File: config.mk
export PLATFORM = sky130hd
export DESIGN_NAME = log_record_deframer_crc32_check_top
export DESIGN_NICKNAME = d
export VERILOG_FILES = /design/src/rtl/core/ldc_pkg.sv /design/src/rtl/core/log_record_deframer_crc32_check_top.sv /design/src/rtl/core/ldc_crc8.sv /design/src/rtl/core/ldc_parser.sv /design/src/rtl/core/ldc_out_stage.sv
export VERILOG_INCLUDE_DIRS = /design/src /design/src/rtl/core
export SDC_FILE = /design/constraint.sdc
export NUM_CORES = 1
export LEC_CHECK = 0
export ABC_CLOCK_PERIOD_IN_PS = 11950
export CORE_MARGIN = 4
export CORE_UTILIZATION = 30
export CTS_CLUSTER_SIZE = 25
export DETAILED_ROUTE_END_ITERATION = 10
export DONT_BUFFER_PORTS = 1
export GPL_TIMING_DRIVEN = 1
export PLACE_DENSITY = 0.5
export SLEW_MARGIN = 20
export SYNTH_ARGS = -nofsm -noshare
export SYNTH_HDL_FRONTEND = slang
export SYNTH_SLANG_ARGS = --single-unit
export TNS_END_PERCENT = 30
File: constraint.sdc
create_clock -name clk -period 11.95 [get_ports clk]
set_input_delay 2.39 -clock clk [delete_from_list [all_inputs] [get_ports clk]]
set_output_delay 2.39 -clock clk [all_outputs]
set_load 0.01 [all_outputs]
File: src/rtl/core/assert_macros.svh
// assertion helpers, compiled out for synthesis
`ifndef ASSERT_MACROS_SVH
`define ASSERT_MACROS_SVH

`ifndef SYNTHESIS

`define ASSERT_IMPLY(lbl, clk, rst, pre, post, msg) \
  lbl: assert property (@(posedge clk) disable iff (rst) (pre) |-> (post)) else $error(msg);

`define ASSERT_NEVER(lbl, clk, rst, cond, msg) \
  lbl: assert property (@(posedge clk) disable iff (rst) !(cond)) else $error(msg);

`else

`define ASSERT_IMPLY(lbl, clk, rst, pre, post, msg)

`define ASSERT_NEVER(lbl, clk, rst, cond, msg)

`endif

`endif

File: src/rtl/core/ldc_pkg.sv
package ldc_pkg;

  localparam int unsigned CountBits = 24;
  localparam int unsigned LenBits = 24;

  localparam logic [31:0] CrcPoly = 32'hEDB8_8320;
  localparam logic [31:0] CrcOnes = 32'hFFFF_FFFF;
  localparam logic [LenBits-1:0] MaxLenReset = 24'h10_0000;
  localparam logic [LenBits-1:0] LenSat = 24'hFF_FFFF;

  typedef enum logic [1:0] {
    PH_LENGTH  = 2'd0,
    PH_CRC     = 2'd1,
    PH_PAYLOAD = 2'd2
  } phase_t;

  typedef enum logic [1:0] {
    VERDICT_OK        = 2'd0,
    VERDICT_CRC_ERR   = 2'd1,
    VERDICT_TOO_LONG  = 2'd2,
    VERDICT_TRUNCATED = 2'd3
  } verdict_t;

  typedef struct packed {
    logic [7:0]         payload_byte;
    logic               byte_valid;
    logic               record_end;
    verdict_t           verdict;
    logic [LenBits-1:0] record_length;
  } result_t;

  typedef struct packed {
    logic halted;
    logic has_result;
  } parse_status_t;

  function automatic logic [LenBits-1:0] sat_len(input logic [31:0] v);
    logic [LenBits-1:0] r;
    r = (v > {8'h00, LenSat}) ? LenSat : v[LenBits-1:0];
    return r;
  endfunction

endpackage

File: src/rtl/core/log_record_deframer_crc32_check_top.sv
// Log record deframer with CRC-32 check.
// Input channel: one log byte per transaction (data_byte, stream_end) on
// in_valid/in_ready. Records are a 4-byte little-endian length, a 4-byte
// little-endian CRC-32, then the payload.
// Output channel (out_valid/out_ready): each payload byte comes out with
// byte_valid set; the byte that completes a record also carries record_end,
// verdict and record_length. Header bytes that close nothing give no output.
// Throughput is one byte per clock unless the receiver stalls; the byte-wide
// CRC update and the length compare sit between the input register and the
// result register, which drives out_valid. A stalled receiver holds the
// result register; one more byte waits in the input register, then in_ready
// drops until the result is taken.
// cfg_wr_en/cfg_wr_data write max_record_length; write it only while idle.
// Reset sets max_record_length to 1048576, clears the parser to expect a
// length field and leaves no transaction pending. After the first bad or
// truncated record, or a stream end, later bytes are taken and dropped
// until the next reset.
`include "assert_macros.svh"

module log_record_deframer_crc32_check_top #(
  parameter int unsigned COUNT_BITS = ldc_pkg::CountBits
) (
  input  logic                        clk,
  input  logic                        rst,
  input  logic                        cfg_wr_en,
  input  logic [ldc_pkg::LenBits-1:0] cfg_wr_data,
  input  logic                        in_valid,
  output logic                        in_ready,
  input  logic [7:0]                  data_byte,
  input  logic                        stream_end,
  output logic                        out_valid,
  input  logic                        out_ready,
  output logic [7:0]                  payload_byte,
  output logic                        byte_valid,
  output logic                        record_end,
  output logic [1:0]                  verdict,
  output logic [ldc_pkg::LenBits-1:0] record_length
);
  import ldc_pkg::*;

  logic          in_q_valid, in_q_valid_next;
  logic [7:0]    in_q_byte;
  logic          in_q_end;
  logic          in_fire;
  logic          advance;
  logic          slot_free;
  result_t       res;
  result_t       res_q;
  parse_status_t status;

  assign in_fire  = in_valid && in_ready;
  assign advance  = in_q_valid && (slot_free || !status.has_result);
  assign in_ready = !in_q_valid || advance;

  always_comb begin
    in_q_valid_next = in_q_valid;
    if (in_fire) begin
      in_q_valid_next = 1'b1;
    end else if (advance) begin
      in_q_valid_next = 1'b0;
    end
  end

  always_ff @(posedge clk) begin
    if (rst) begin
      in_q_valid <= 1'b0;
    end else begin
      in_q_valid <= in_q_valid_next;
    end
  end

  always_ff @(posedge clk) begin
    if (in_fire) begin
      in_q_byte <= data_byte;
      in_q_end  <= stream_end;
    end
  end

  ldc_parser #(
    .COUNT_BITS (COUNT_BITS)
  ) u_parser (
    .clk         (clk),
    .rst         (rst),
    .cfg_wr_en   (cfg_wr_en),
    .cfg_wr_data (cfg_wr_data),
    .advance     (advance),
    .data_byte   (in_q_byte),
    .stream_end  (in_q_end),
    .res         (res),
    .status      (status)
  );

  ldc_out_stage u_out_stage (
    .clk       (clk),
    .rst       (rst),
    .load      (advance && status.has_result),
    .res_in    (res),
    .out_ready (out_ready),
    .out_valid (out_valid),
    .res_q     (res_q),
    .slot_free (slot_free)
  );

  assign payload_byte  = res_q.payload_byte;
  assign byte_valid    = res_q.byte_valid;
  assign record_end    = res_q.record_end;
  assign verdict       = res_q.verdict;
  assign record_length = res_q.record_length;

  `ASSERT_NEVER(a_no_empty_result, clk, rst, out_valid && !byte_valid && !record_end, "result carries neither byte nor record end")
  `ASSERT_IMPLY(a_quiet_fields, clk, rst, out_valid && !record_end, verdict == VERDICT_OK && record_length == '0, "verdict or length set without record end")
  `ASSERT_IMPLY(a_bad_halts, clk, rst, out_valid && record_end && verdict != VERDICT_OK, status.halted, "parser still running after a bad record")
  `ASSERT_NEVER(a_halted_silent, clk, rst, status.halted && status.has_result, "result produced while halted")

endmodule

File: src/rtl/core/ldc_crc8.sv
module ldc_crc8 (
  input  logic [31:0] crc_in,
  input  logic [7:0]  data,
  output logic [31:0] crc_out
);
  import ldc_pkg::*;

  logic [31:0] c;

  // reflected crc-32, one bit per step
  always_comb begin
    c = crc_in ^ {24'h00_0000, data};
    for (int k = 0; k < 8; k++) begin
      c = c[0] ? (CrcPoly ^ (c >> 1)) : (c >> 1);
    end
    crc_out = c;
  end

endmodule

File: src/rtl/core/ldc_parser.sv
module ldc_parser #(
  parameter int unsigned COUNT_BITS = ldc_pkg::CountBits
) (
  input  logic                        clk,
  input  logic                        rst,
  input  logic                        cfg_wr_en,
  input  logic [ldc_pkg::LenBits-1:0] cfg_wr_data,
  input  logic                        advance,
  input  logic [7:0]                  data_byte,
  input  logic                        stream_end,
  output ldc_pkg::result_t            res,
  output ldc_pkg::parse_status_t      status
);
  import ldc_pkg::*;

  localparam logic [31:0] CountMax = 32'((64'd1 << COUNT_BITS) - 64'd1);

  logic [LenBits-1:0]    max_len;
  phase_t                phase, phase_next;
  logic [COUNT_BITS-1:0] counter, counter_next, counter_inc;
  logic [31:0]           length_word, length_word_next;
  logic [31:0]           expected_crc, expected_crc_next;
  logic [31:0]           running_crc, running_crc_next;
  logic                  halted, halted_next;
  logic [31:0]           crc_upd;
  logic [31:0]           limit;
  logic                  has_result;
  logic [4:0]            lane_sel;

  ldc_crc8 u_crc8 (
    .crc_in  (running_crc),
    .data    (data_byte),
    .crc_out (crc_upd)
  );

  assign limit = ({8'h00, max_len} > CountMax) ? CountMax : {8'h00, max_len};
  assign counter_inc = counter + 1'b1;
  assign lane_sel = {counter[1:0], 3'b000};

  always_comb begin
    phase_next        = phase;
    counter_next      = counter;
    length_word_next  = length_word;
    expected_crc_next = expected_crc;
    running_crc_next  = running_crc;
    halted_next       = halted;
    res               = '0;
    has_result        = 1'b0;

    if (!halted) begin
      case (phase)
        PH_CRC: begin
          expected_crc_next[lane_sel +: 8] = data_byte;
          counter_next = counter_inc;
          if (counter[1:0] == 2'd3) begin
            if (length_word == 32'd0) begin
              // empty record closes on its last crc byte
              has_result     = 1'b1;
              res.record_end = 1'b1;
              res.verdict    = (expected_crc_next == (running_crc ^ CrcOnes)) ?
                               VERDICT_OK : VERDICT_CRC_ERR;
              if (res.verdict != VERDICT_OK || stream_end) halted_next = 1'b1;
              phase_next        = PH_LENGTH;
              counter_next      = '0;
              length_word_next  = '0;
              expected_crc_next = '0;
              running_crc_next  = CrcOnes;
            end else begin
              phase_next   = PH_PAYLOAD;
              counter_next = '0;
              if (stream_end) begin
                has_result        = 1'b1;
                res.record_end    = 1'b1;
                res.verdict       = VERDICT_TRUNCATED;
                res.record_length = sat_len(length_word);
                halted_next       = 1'b1;
              end
            end
          end else if (stream_end) begin
            has_result        = 1'b1;
            res.record_end    = 1'b1;
            res.verdict       = VERDICT_TRUNCATED;
            res.record_length = sat_len(length_word);
            halted_next       = 1'b1;
          end
        end
        PH_PAYLOAD: begin
          has_result       = 1'b1;
          res.payload_byte = data_byte;
          res.byte_valid   = 1'b1;
          running_crc_next = crc_upd;
          counter_next     = counter_inc;
          if (32'(counter_inc) == length_word) begin
            res.record_end    = 1'b1;
            res.verdict       = ((crc_upd ^ CrcOnes) == expected_crc) ?
                                VERDICT_OK : VERDICT_CRC_ERR;
            res.record_length = sat_len(length_word);
            if (res.verdict != VERDICT_OK || stream_end) halted_next = 1'b1;
            phase_next        = PH_LENGTH;
            counter_next      = '0;
            length_word_next  = '0;
            expected_crc_next = '0;
            running_crc_next  = CrcOnes;
          end else if (stream_end) begin
            res.record_end    = 1'b1;
            res.verdict       = VERDICT_TRUNCATED;
            res.record_length = sat_len(length_word);
            halted_next       = 1'b1;
          end
        end
        default: begin
          // length bytes, also the unused phase code
          phase_next = PH_LENGTH;
          length_word_next[lane_sel +: 8] = data_byte;
          counter_next = counter_inc;
          if (counter[1:0] == 2'd3) begin
            if (length_word_next > limit) begin
              has_result        = 1'b1;
              res.record_end    = 1'b1;
              res.verdict       = VERDICT_TOO_LONG;
              res.record_length = sat_len(length_word_next);
              halted_next       = 1'b1;
            end else begin
              phase_next   = PH_CRC;
              counter_next = '0;
              if (stream_end) begin
                has_result        = 1'b1;
                res.record_end    = 1'b1;
                res.verdict       = VERDICT_TRUNCATED;
                res.record_length = sat_len(length_word_next);
                halted_next       = 1'b1;
              end
            end
          end else if (stream_end) begin
            has_result     = 1'b1;
            res.record_end = 1'b1;
            res.verdict    = VERDICT_TRUNCATED;
            halted_next    = 1'b1;
          end
        end
      endcase
    end
  end

  assign status.halted     = halted;
  assign status.has_result = has_result;

  always_ff @(posedge clk) begin
    if (rst) begin
      max_len      <= MaxLenReset;
      phase        <= PH_LENGTH;
      counter      <= '0;
      length_word  <= '0;
      expected_crc <= '0;
      running_crc  <= CrcOnes;
      halted       <= 1'b0;
    end else begin
      if (cfg_wr_en) max_len <= cfg_wr_data;
      if (advance) begin
        phase        <= phase_next;
        counter      <= counter_next;
        length_word  <= length_word_next;
        expected_crc <= expected_crc_next;
        running_crc  <= running_crc_next;
        halted       <= halted_next;
      end
    end
  end

endmodule

File: src/rtl/core/ldc_out_stage.sv
module ldc_out_stage (
  input  logic             clk,
  input  logic             rst,
  input  logic             load,
  input  ldc_pkg::result_t res_in,
  input  logic             out_ready,
  output logic             out_valid,
  output ldc_pkg::result_t res_q,
  output logic             slot_free
);
  import ldc_pkg::*;

  logic out_valid_next;

  assign slot_free = !out_valid || out_ready;

  always_comb begin
    out_valid_next = out_valid;
    if (load) begin
      out_valid_next = 1'b1;
    end else if (out_ready) begin
      out_valid_next = 1'b0;
    end
  end

  always_ff @(posedge clk) begin
    if (rst) begin
      out_valid <= 1'b0;
    end else begin
      out_valid <= out_valid_next;
    end
  end

  always_ff @(posedge clk) begin
    if (load) res_q <= res_in;
  end

endmodule

==> impl_metrics.csv, run 1 <==
group,metric,value,unit
cells_and_area,syn_to_final_growth,7.99,%
global_routing,grt_overflow,0,
global_routing,grt_pass1_wl,65200,um
timing,tns,0,ns
place,gp_congestion,0.887,
timing,finalClockSkew,0.0122,ns
drt,remaining_drc_errors,0,
worst_setup_path,critPathMaxFanout,19,
worst_setup_path,ff2ff_path_depth,15,
cells_and_area,fin_util,0.331,
run,cap_violations,0,
power,powerDensity,118,mW/mm2
drt,drt_iter0_markers,1001,
cts,cts_buffers,17,
yosys,synth_fa_ha_area_frac,0.0335,
cts,cts-hold-fix-buffers,0,
worst_setup_path,path_class,"register to output pin",
die,die_w,211,um
place,hpwl,30500,um
place,dp.cells,1909,
cells_and_area,nNetsFinal,1474,
global_routing,grt_start_max_net_pins,110,
yosys,synth_largest_area_cell,"dfxtp_1",
yosys,synth_simple_gate_area_share,0.218,
min_path,min_path_cells,2,
die,initial_utilization,0.306,
yosys,ys.flop_type,"dfxtp_1",
global_routing,antenna_found_initial,0,
worst_setup_path,cp_slowest_cell,"nor3b_2",
die,ios,76,
worst_setup_path,cpPeakStageDelay,0.99,ns
die,coreArea,0.0402,mm2
yosys,yosys_warnings,0,
yosys,syn_area,0.0123,mm2
drt,vias_per_cell,5.66,
drt,dr.pass1.iters,5,
yosys,synth_compound_area_frac,0.185,
worst_setup_path,startpoint_type,"register",
worst_setup_path,worstPathArrival,5.54,ns
drt,final_antenna_net_count,0,
yosys,synth_xor_area_frac,0.123,
die,die_height,211,um
cts,tritoncts,"done",
timing,relSlewSlack,0.262,
cts,post-cts-setup-buffer-count,0,
timing,grt_setup_unrepaired,"no",
cts,cts.clk_slew.worst_paths,0.08,ns
yosys,seq_area_frac_synth,0.352,
yosys,synthDistinctLibCells,79,
timing,maxSlewViolCount,0,
drt,detail_route.wl_per_cell,22.0,um
yosys,synthDominantCellAreaShare,0.242,
yosys,synthCells,1471,
timing,finalWorstSetupSlack,4.02,ns
yosys,synth.area.top_cells,"dfxtp_1 24%, edfxtp_1 11%, xnor2_1 7.2%",
worst_setup_path,cp_num_buf_inv,1,
cts,ctsResizeCount,0,
cells_and_area,drive_gt1_frac,0.0650,
cts,cts.sinks,194,
timing,post-route-min-period,7.93,ns
power,finalPower,1.56,mW
yosys,synth_edf_count,45,
yosys,syn_avg_cell_area,8.37,um2
worst_setup_path,reg2reg_slack,5.37,ns
timing,hold_viol,0,
worst_setup_path,r2r_end,"u_parser.length_word[18]$_SDFFE_PP0P_",
place,place_ws,4.56,ns
worst_setup_path,timing.rr.start,"u_parser.counter[0]$_SDFFE_PP0P_",
cts,h-tree-depth,4,
power,power.leakage,4.73,nW
yosys,synthMuxAreaShare,0.0317,
min_path,hold_start,"u_parser.length_word[26]$_SDFFE_PP0P_",
cells_and_area,fin_cells,1941,
place,port_buffers,0,
timing,period_share,0.664,
status,outcome,"finished, final reports clean",
yosys,syn-num-nets,1542,
drt,num_vias,11000,
min_path,min_to,"u_parser.length_word[26]$_SDFFE_PP0P_",
cells_and_area,nFillCells,4225,
cells_and_area,diodes,0,
die,num_rows,73,
yosys,synth_top_family_by_area,"simple AND/OR/NAND/NOR gates",
worst_setup_path,cp.required,9.56,ns
power,ir_drop,0.0000948,V
yosys,async_reset_ff_frac,0,
timing,worstMarginPinSlew,1.11,ns
worst_setup_path,worstSetupEndpointType,"output pin",
min_path,min_path_type,"register to register",
drt,drt-total-wl,42600,um
global_routing,gr-usage-all-layers,0.189,
timing,max_freq,126,MHz
cts,clock_latency,0.46,ns
cts,cts-root-buf,"clkbuf_16",
worst_setup_path,cpLargestDelayFamily,"simple AND/OR/NAND/NOR gates",
worst_setup_path,cp_cell_sequence,"inv_1 -> ha_1 -> nor3b_2 -> nand2_1 -> o21ai_0 -> ha_1 -> nor2b_1 -> o211ai_1 -> a21oi_1 -> o31a_1 -> o31ai_1 -> nand2_1 -> a21oi_1 -> or3_1",
cts,clockBufferDepth,2,
global_routing,grt_pass1_vias,10400,
timing,setup_viol,0,
yosys,ys_seq_elements,194,
die,die_area,0.0443,mm2
[synthesized netlist by cell type, types with 25 or more instances]
| cell type | count |
|---|---|
| nand3_1 | 82 |
| nand4_1 | 26 |
| o22a_1 | 25 |
| xor2_1 | 38 |
| edfxtp_1 | 45 |
| xnor2_1 | 101 |
| clkbuf_1 | 85 |
| dfxtp_1 | 149 |
| a21oi_1 | 65 |
| mux2i_1 | 39 |
| nand2_1 | 118 |
| ha_1 | 33 |
| a32oi_1 | 32 |
| o21ai_0 | 69 |
| inv_1 | 63 |
| nor2_1 | 183 |
[placed cells by master (no fill, tap or decap), types with 8 or more instances in the layout]
cell	Yosys	final
a22o_1	12	12
a31oi_1	8	8
nor3_1	22	22
o21ai_0	69	69
clkbuf_16	0	17
o22a_1	25	25
a21o_1	8	8
nand4_1	26	26
edfxtp_1	45	45
inv_1	63	63
dfxtp_1	149	149
and2_1	8	8
xor2_1	38	38
and3_1	24	24
nand2_1	118	118
a22oi_1	20	20
a21oi_1	65	65
nor2b_1	20	20
o211ai_1	12	12
xnor2_1	101	101
nand3_1	82	82
a221oi_1	11	11
nor4_1	24	24
nor2_1	183	183
ha_1	33	33
a32oi_1	32	32
mux2i_1	39	39
buf_4	4	24
[where the power goes]
group	internal (mW)	switching (mW)	total, mW
combinational	0.0944	0.173	0.268
clock	0.296	0.291	0.587
sequential	0.689	0.0211	0.710
total	1.08	0.485	1.56
[layer usage]
layer  part of all wire  GRT usage  vias to the layer above
li1                   -          -                     5145
met4              0.025     0.0588                        0
met2               0.45      0.296                      412
met3              0.061     0.0332                       66
met5                  0          0                        -
met1               0.46      0.266                     5366
[worst max path at each step]
stage / slack [ns] / cells after the start / from / to
floorplan: 5.62 / 16 / u_parser.counter[0]$_SDFFE_PP0P_ / in_ready
global placement: 4.76 / 14 / u_parser.counter[0]$_SDFFE_PP0P_ / in_ready
detailed placement: 4.56 / 14 / u_parser.counter[0]$_SDFFE_PP0P_ / in_ready
CTS: 4.04 / 14 / u_parser.counter[0]$_SDFFE_PP0P_ / in_ready
global route: 3.59 / 14 / u_parser.counter[0]$_SDFFE_PP0P_ / in_ready
finish: 4.02 / 14 / u_parser.counter[0]$_SDFFE_PP0P_ / in_ready
[tightest hold or removal path: stages (launching register included)]
cell,delay (ns)
dfxtp_1,0.33
a32oi_1,0.06
nor2_1,0.07
[cell families (layout without fill, tap and decap cells)]
group / after synthesis / in the layout
AND/OR/NAND/NOR: 549 / 549
AO/OA/AOI/OAI: 327 / 327
flip-flops: 194 / 194
buffers and inverters: 174 / 119
XOR/XNOR: 155 / 155
multiplexers: 39 / 39
adder cells (fa/ha/maj): 33 / 33
[cell type report]
class                           instances  area, um2  area share
Multi-Input combinational cell       1103       7310       0.550
Inverter                               63        236      0.0178
Clock inverter                         14        145      0.0109
Clock buffer                           18        429      0.0323
Timing Repair Buffer                   24        180      0.0136
Sequential cell                       194       4330       0.326
Tap cell                              525        657      0.0494
[flip-flops by register name (all words and copies together) (netlist names), named ones only]
name                   flops
u_out_stage.res_q         36
u_parser.expected_crc     32
u_parser.length_word      32
u_parser.running_crc      32
u_parser.max_len          24
u_parser.counter          23
in_q_byte                  8
u_parser.phase             2
in_q_end                   1
in_q_valid                 1
u_out_stage.out_valid      1
u_parser.halted            1
[metrics by stage]
step           hold slack [ns]  cell area (um2)
2_1_floorplan            0.454            12300
3_3_place_gp             0.471            12700
3_5_place_dp             0.477            12700
4_1_cts                  0.497            13300
5_1_grt                  0.517            13300
6_report                 0.493            13300
(Power assumes the default switching activity.)
==> inputs of run 2 (changes only) <==
--- a/config.mk
+++ b/config.mk
@@ -6,7 +6,7 @@
 export SDC_FILE = /design/constraint.sdc
 export NUM_CORES = 1
 export LEC_CHECK = 0
-export ABC_CLOCK_PERIOD_IN_PS = 11950
+export ABC_CLOCK_PERIOD_IN_PS = 8000
 export CORE_MARGIN = 4
 export CORE_UTILIZATION = 30
 export CTS_CLUSTER_SIZE = 25
==> constraint.sdc (replaced) <==
create_clock -name clk -period 8 [get_ports clk]
set_input_delay 1.6 -clock clk [delete_from_list [all_inputs] [get_ports clk]]
set_output_delay 1.6 -clock clk [all_outputs]
set_load 0.01 [all_outputs]
==> impl_metrics.csv, run 2 (synthesized netlist as in run 1, its figures left out) <==
group,metric,value,unit
die,die_height,211,um
cells_and_area,drive_gt1_frac,0.0656,
global_routing,antenna_found_initial,0,
cells_and_area,nNetsFinal,1476,
worst_setup_path,cp_cell_sequence,"inv_1 -> ha_1 -> nor3b_2 -> nand2_1 -> o21ai_0 -> ha_1 -> nor2b_1 -> o211ai_1 -> a21oi_1 -> o31a_1 -> o31ai_1 -> nand2_1 -> a21oi_1 -> or3_1",
worst_setup_path,cpLargestDelayFamily,"simple AND/OR/NAND/NOR gates",
die,die_w,211,um
cts,cts_buffers,17,
worst_setup_path,path_class,"register to output pin",
timing,hold_viol,0,
power,powerDensity,172,mW/mm2
global_routing,grt_pass1_vias,10400,
die,die_area,0.0443,mm2
run,cap_violations,0,
power,ir_drop,0.000126,V
drt,vias_per_cell,5.63,
cts,cts.clk_slew.worst_paths,0.07,ns
cts,clock_latency,0.46,ns
drt,remaining_drc_errors,0,
drt,detail_route.wl_per_cell,22.0,um
worst_setup_path,cp_slowest_cell,"nor3b_2",
timing,finalClockSkew,0.0134,ns
cts,ctsResizeCount,0,
timing,tns,0,ns
timing,max_freq,139,MHz
cts,h-tree-depth,4,
cts,tritoncts,"done",
worst_setup_path,cp_num_buf_inv,1,
cells_and_area,final_common_cell,"nor2_1",
cts,cts-root-buf,"clkbuf_16",
power,power.leakage,4.71,nW
timing,post-route-min-period,7.17,ns
worst_setup_path,startpoint_type,"register",
worst_setup_path,cpPeakStageDelay,1.01,ns
cells_and_area,layout_common_cells,"183 x nor2_1, 148 x dfxtp_1, 118 x nand2_1",
cells_and_area,fin_cells,1945,
timing,worstMarginPinSlew,1.11,ns
cells_and_area,regMostFlops,"u_out_stage.res_q",
place,hpwl,30800,um
timing,relSlewSlack,0.257,
drt,drt-total-wl,42900,um
place,gp_congestion,0.887,
timing,maxSlewViolCount,0,
die,initial_utilization,0.306,
drt,dr.pass1.iters,7,
timing,grt_setup_unrepaired,"no",
die,num_rows,73,
place,place_ws,1.39,ns
global_routing,grt_start_max_net_pins,110,
die,coreArea,0.0402,mm2
global_routing,grt_overflow,0,
die,ios,76,
cts,clockBufferDepth,2,
timing,finalWorstSetupSlack,0.825,ns
timing,holdWs,0.496,ns
drt,drt_iter0_markers,1127,
drt,num_vias,11000,
place,port_buffers,0,
worst_setup_path,worstPathArrival,5.57,ns
worst_setup_path,cp.required,6.40,ns
cells_and_area,largest_reg_flops,36,
cts,post-cts-setup-buffer-count,0,
drt,final_antenna_net_count,0,
timing,setup_viol,0,
cts,cts-hold-fix-buffers,0,
cells_and_area,syn_to_final_growth,7.91,%
global_routing,gr-usage-all-layers,0.190,
status,outcome,"finished, final reports clean",
place,dp.cells,1910,
worst_setup_path,worstSetupEndpointType,"output pin",
timing,period_share,0.897,
cts,cts.sinks,194,
global_routing,grt_pass1_wl,65600,um
min_path,min_path_type,"register to register",
worst_setup_path,critPathMaxFanout,19,
-- run 2: per-layer routing --
| metal | vias up | part of all wire | global-route usage |
|---|---|---|---|
| li1 | 5148 | - | - |
| met4 | 0 | 0.018 | 0.0512 |
| met2 | 412 | 0.46 | 0.307 |
| met5 | - | 0 | 0 |
| met1 | 5338 | 0.46 | 0.263 |
| met3 | 54 | 0.060 | 0.0360 |
-- run 2: final timing paths --
check / startpoint / end / slack (ns) / cells past startpoint
setup reg to reg: u_parser.counter[0]$_SDFFE_PP0P_ / in_q_byte[2]$_DFFE_PP_ / 2.10 / 15
setup / recovery: u_parser.counter[0]$_SDFFE_PP0P_ / in_ready / 0.83 / 14
hold reg to reg: u_parser.max_len[8]$_SDFFE_PP0P_ / u_parser.max_len[8]$_SDFFE_PP0P_ / 0.50 / 2
hold / removal: u_parser.max_len[8]$_SDFFE_PP0P_ / u_parser.max_len[8]$_SDFFE_PP0P_ / 0.50 / 2
-- run 2: metrics by stage --
step	power, mW	util	instance area (um2)
after floorplan	1.37	-	12300
after global placement	1.48	0.317	12700
after detailed placement	1.48	0.317	12700
after CTS	2.30	0.330	13300
after global routing	2.39	0.330	13300
final	2.28	0.331	13300
-- run 2: where the power goes --
group	leakage, nW	internal (mW)	switching, mW
registers	1.63	1.03	0.0315
clock network	0.256	0.405	0.414
logic	2.83	0.143	0.259
total	4.71	1.58	0.705
-- run 2: cell type report --
class	instances	area (um2)
clock buffers	20	437
multi-input cells	1103	7310
diodes	2	5.00
inverters	63	236
repair buffers	26	203
fillers	4216	26900
flip-flops and latches	194	4340
well taps	525	657
clock inverters	12	98.8
-- run 2: tightest hold or removal path: stages (launching register included) --
cell	delay (ns)
dfxtp_1	0.33
mux2i_1	0.06
nor2_1	0.07
==> inputs of run 3 (changes only) <==
--- a/config.mk
+++ b/config.mk
@@ -8,12 +8,12 @@
 export LEC_CHECK = 0
 export ABC_CLOCK_PERIOD_IN_PS = 8000
 export CORE_MARGIN = 4
-export CORE_UTILIZATION = 30
+export CORE_UTILIZATION = 62
 export CTS_CLUSTER_SIZE = 25
 export DETAILED_ROUTE_END_ITERATION = 10
 export DONT_BUFFER_PORTS = 1
 export GPL_TIMING_DRIVEN = 1
-export PLACE_DENSITY = 0.5
+export PLACE_DENSITY = 0.84
 export SLEW_MARGIN = 20
 export SYNTH_ARGS = -nofsm -noshare
 export SYNTH_HDL_FRONTEND = slang
==> impl_metrics.csv, run 3 (synthesized netlist as in run 1, its figures left out) <==
group,metric,value,unit
worst_setup_path,startpoint_type,"register",
place,port_buffers,0,
cells_and_area,stdcell_area,0.0130,mm2
power,sw_frac_of_total,0.322,
cells_and_area,seqCellArea,0.00433,mm2
worst_setup_path,cp.required,6.40,ns
cts,post-cts-setup-buffer-count,0,
cells_and_area,nFillCells,1584,
power,ir_drop,0.000168,V
die,die_area,0.0222,mm2
timing,tns,0,ns
min_path,min_path_type,"register to register",
drt,final_antenna_net_count,0,
power,clockPowerShare,0.389,
cts,cts.sinks,194,
cts,clock_latency,0.45,ns
cells_and_area,nNetsFinal,1469,
cts,cts-root-buf,"clkbuf_16",
cts,cts-hold-fix-buffers,0,
die,num_rows,51,
die,coreArea,0.0195,mm2
die,die_w,149,um
timing,finalClockSkew,0.0171,ns
global_routing,grt_start_max_net_pins,110,
timing,relSlewSlack,0.249,
drt,dr.pass1.iters,6,
global_routing,gr-usage-all-layers,0.341,
worst_setup_path,worstPathArrival,5.14,ns
cells_and_area,multiInputGateArea,0.00731,mm2
worst_setup_path,worstSetupEndpointType,"output pin",
drt,highest_layer,"met4",
status,outcome,"finished, final reports clean",
place,place_area,0.0124,mm2
global_routing,grt_overflow,0,
cells_and_area,fin_cells,1676,
run,cap_violations,0,
cts,cts_buffers,17,
drt,detail_route.wl_per_cell,22.7,um
cts,ctsResizeCount,0,
global_routing,antenna_found_initial,0,
timing,setup_viol,0,
timing,hold_viol,0,
global_routing,grt_pass1_wl,59600,um
drt,num_vias,11500,
cts,tritoncts,"done",
power,switchingPower,0.767,mW
timing,max_freq,148,MHz
global_routing,grt_pass1_vias,10700,
place,dp.cells,1644,
power,pwr-share-seq,0.450,
timing,period_share,0.843,
timing,grt_setup_unrepaired,"no",
drt,wl_met1,14600,um
cts,h-tree-depth,4,
cts,cts.clk_slew.worst_paths,0.09,ns
power,internal_power,1.62,mW
cells_and_area,syn_to_final_growth,5.60,%
drt,drt_iter0_markers,1734,
power,power.leakage,4.73,nW
timing,finalWorstSetupSlack,1.26,ns
drt,wl_met2,17000,um
drt,vias_per_cell,6.87,
place,hpwl,26500,um
power,combPwrFrac,0.162,
drt,remaining_drc_errors,0,
die,ios,76,
drt,met3_length,4600,um
worst_setup_path,critPathMaxFanout,23,
cells_and_area,final_common_cell,"nor2_1",
drt,drt-total-wl,38000,um
timing,post-route-min-period,6.74,ns
cells_and_area,fin_util,0.666,
die,die_height,149,um
timing,maxSlewViolCount,0,
worst_setup_path,path_class,"register to output pin",
cts,clockBufferDepth,2,
cells_and_area,regMostFlops,"u_out_stage.res_q",
die,initial_utilization,0.630,
cells_and_area,largest_reg_flops,36,
cells_and_area,layout_common_cells,"183 x nor2_1, 149 x dfxtp_1, 118 x nand2_1",
place,gp_congestion,0.994,
timing,worstMarginPinSlew,1.13,ns
cells_and_area,diodes,0,
cells_and_area,drive_gt1_frac,0.0617,
power,powerDensity,183,mW/mm2
place,place_ws,1.90,ns
## run 3: cell count changes in the layout (fill, tap and decap cells not counted), sizes merged
cell,delta
clkbuf,-3
inv,+5
clkinv,+1
buf,-7
diode,-2
clkinvlp,-3
## run 3: per-stage QoR
step,hold slack [ns],power [mW]
floorplan,0.454,1.37
global placement,0.467,1.45
detailed placement,0.477,1.46
CTS,0.498,2.37
global route,0.528,2.45
finish,0.494,2.38
## run 3: path summary, 6_finish.rpt
kind	start	end	slack, ns	cells past startpoint
min reg2reg	u_parser.length_word[27]$_SDFFE_PP0P_	u_parser.length_word[27]$_SDFFE_PP0P_	0.49	2
max reg2reg	u_parser.counter[0]$_SDFFE_PP0P_	u_parser.length_word[22]$_SDFFE_PP0P_	1.96	14
max	u_parser.counter[0]$_SDFFE_PP0P_	in_ready	1.26	13
min	u_parser.length_word[27]$_SDFFE_PP0P_	u_parser.length_word[27]$_SDFFE_PP0P_	0.49	2
## run 3: routing by layer
metal,track usage,vias to the layer above
met2,0.535,819
met1,0.456,5387
li1,-,5121
met5,0,-
met3,0.0708,179
met4,0.152,0
## run 3: power groups by stage
stage               clock network (mW)  registers (mW)  logic, mW
finish                           0.926            1.07      0.385
global route                     0.969            1.07      0.411
detailed placement                   0            1.09      0.369
global placement                     0            1.09      0.362
floorplan                            0            1.07      0.296
CTS                              0.927            1.07      0.372
## run 3: final cells by class
| cell class | count | share of cell area |
|---|---|---|
| multi-input combinational | 1103 | 0.562 |
| sequential | 194 | 0.333 |
| clock buffer | 17 | 0.0327 |
| tap | 265 | 0.0255 |
| inverter | 63 | 0.0182 |
| clock inverter | 15 | 0.0171 |
| timing repair buffer | 19 | 0.0110 |
## run 3: worst max-delay path: stages (launching register included)
cell     delay (ns)
dfxtp_1        0.65
inv_1          0.19
ha_1           0.45
and4b_1        0.85
a22o_1         0.31
ha_1           0.26
a21o_1         0.16
a221o_1        0.32
nand2_1        0.08
nand3_1        0.09
o31ai_1        0.55
nand2_1        0.24
a21oi_1        0.30
or3_1          0.26
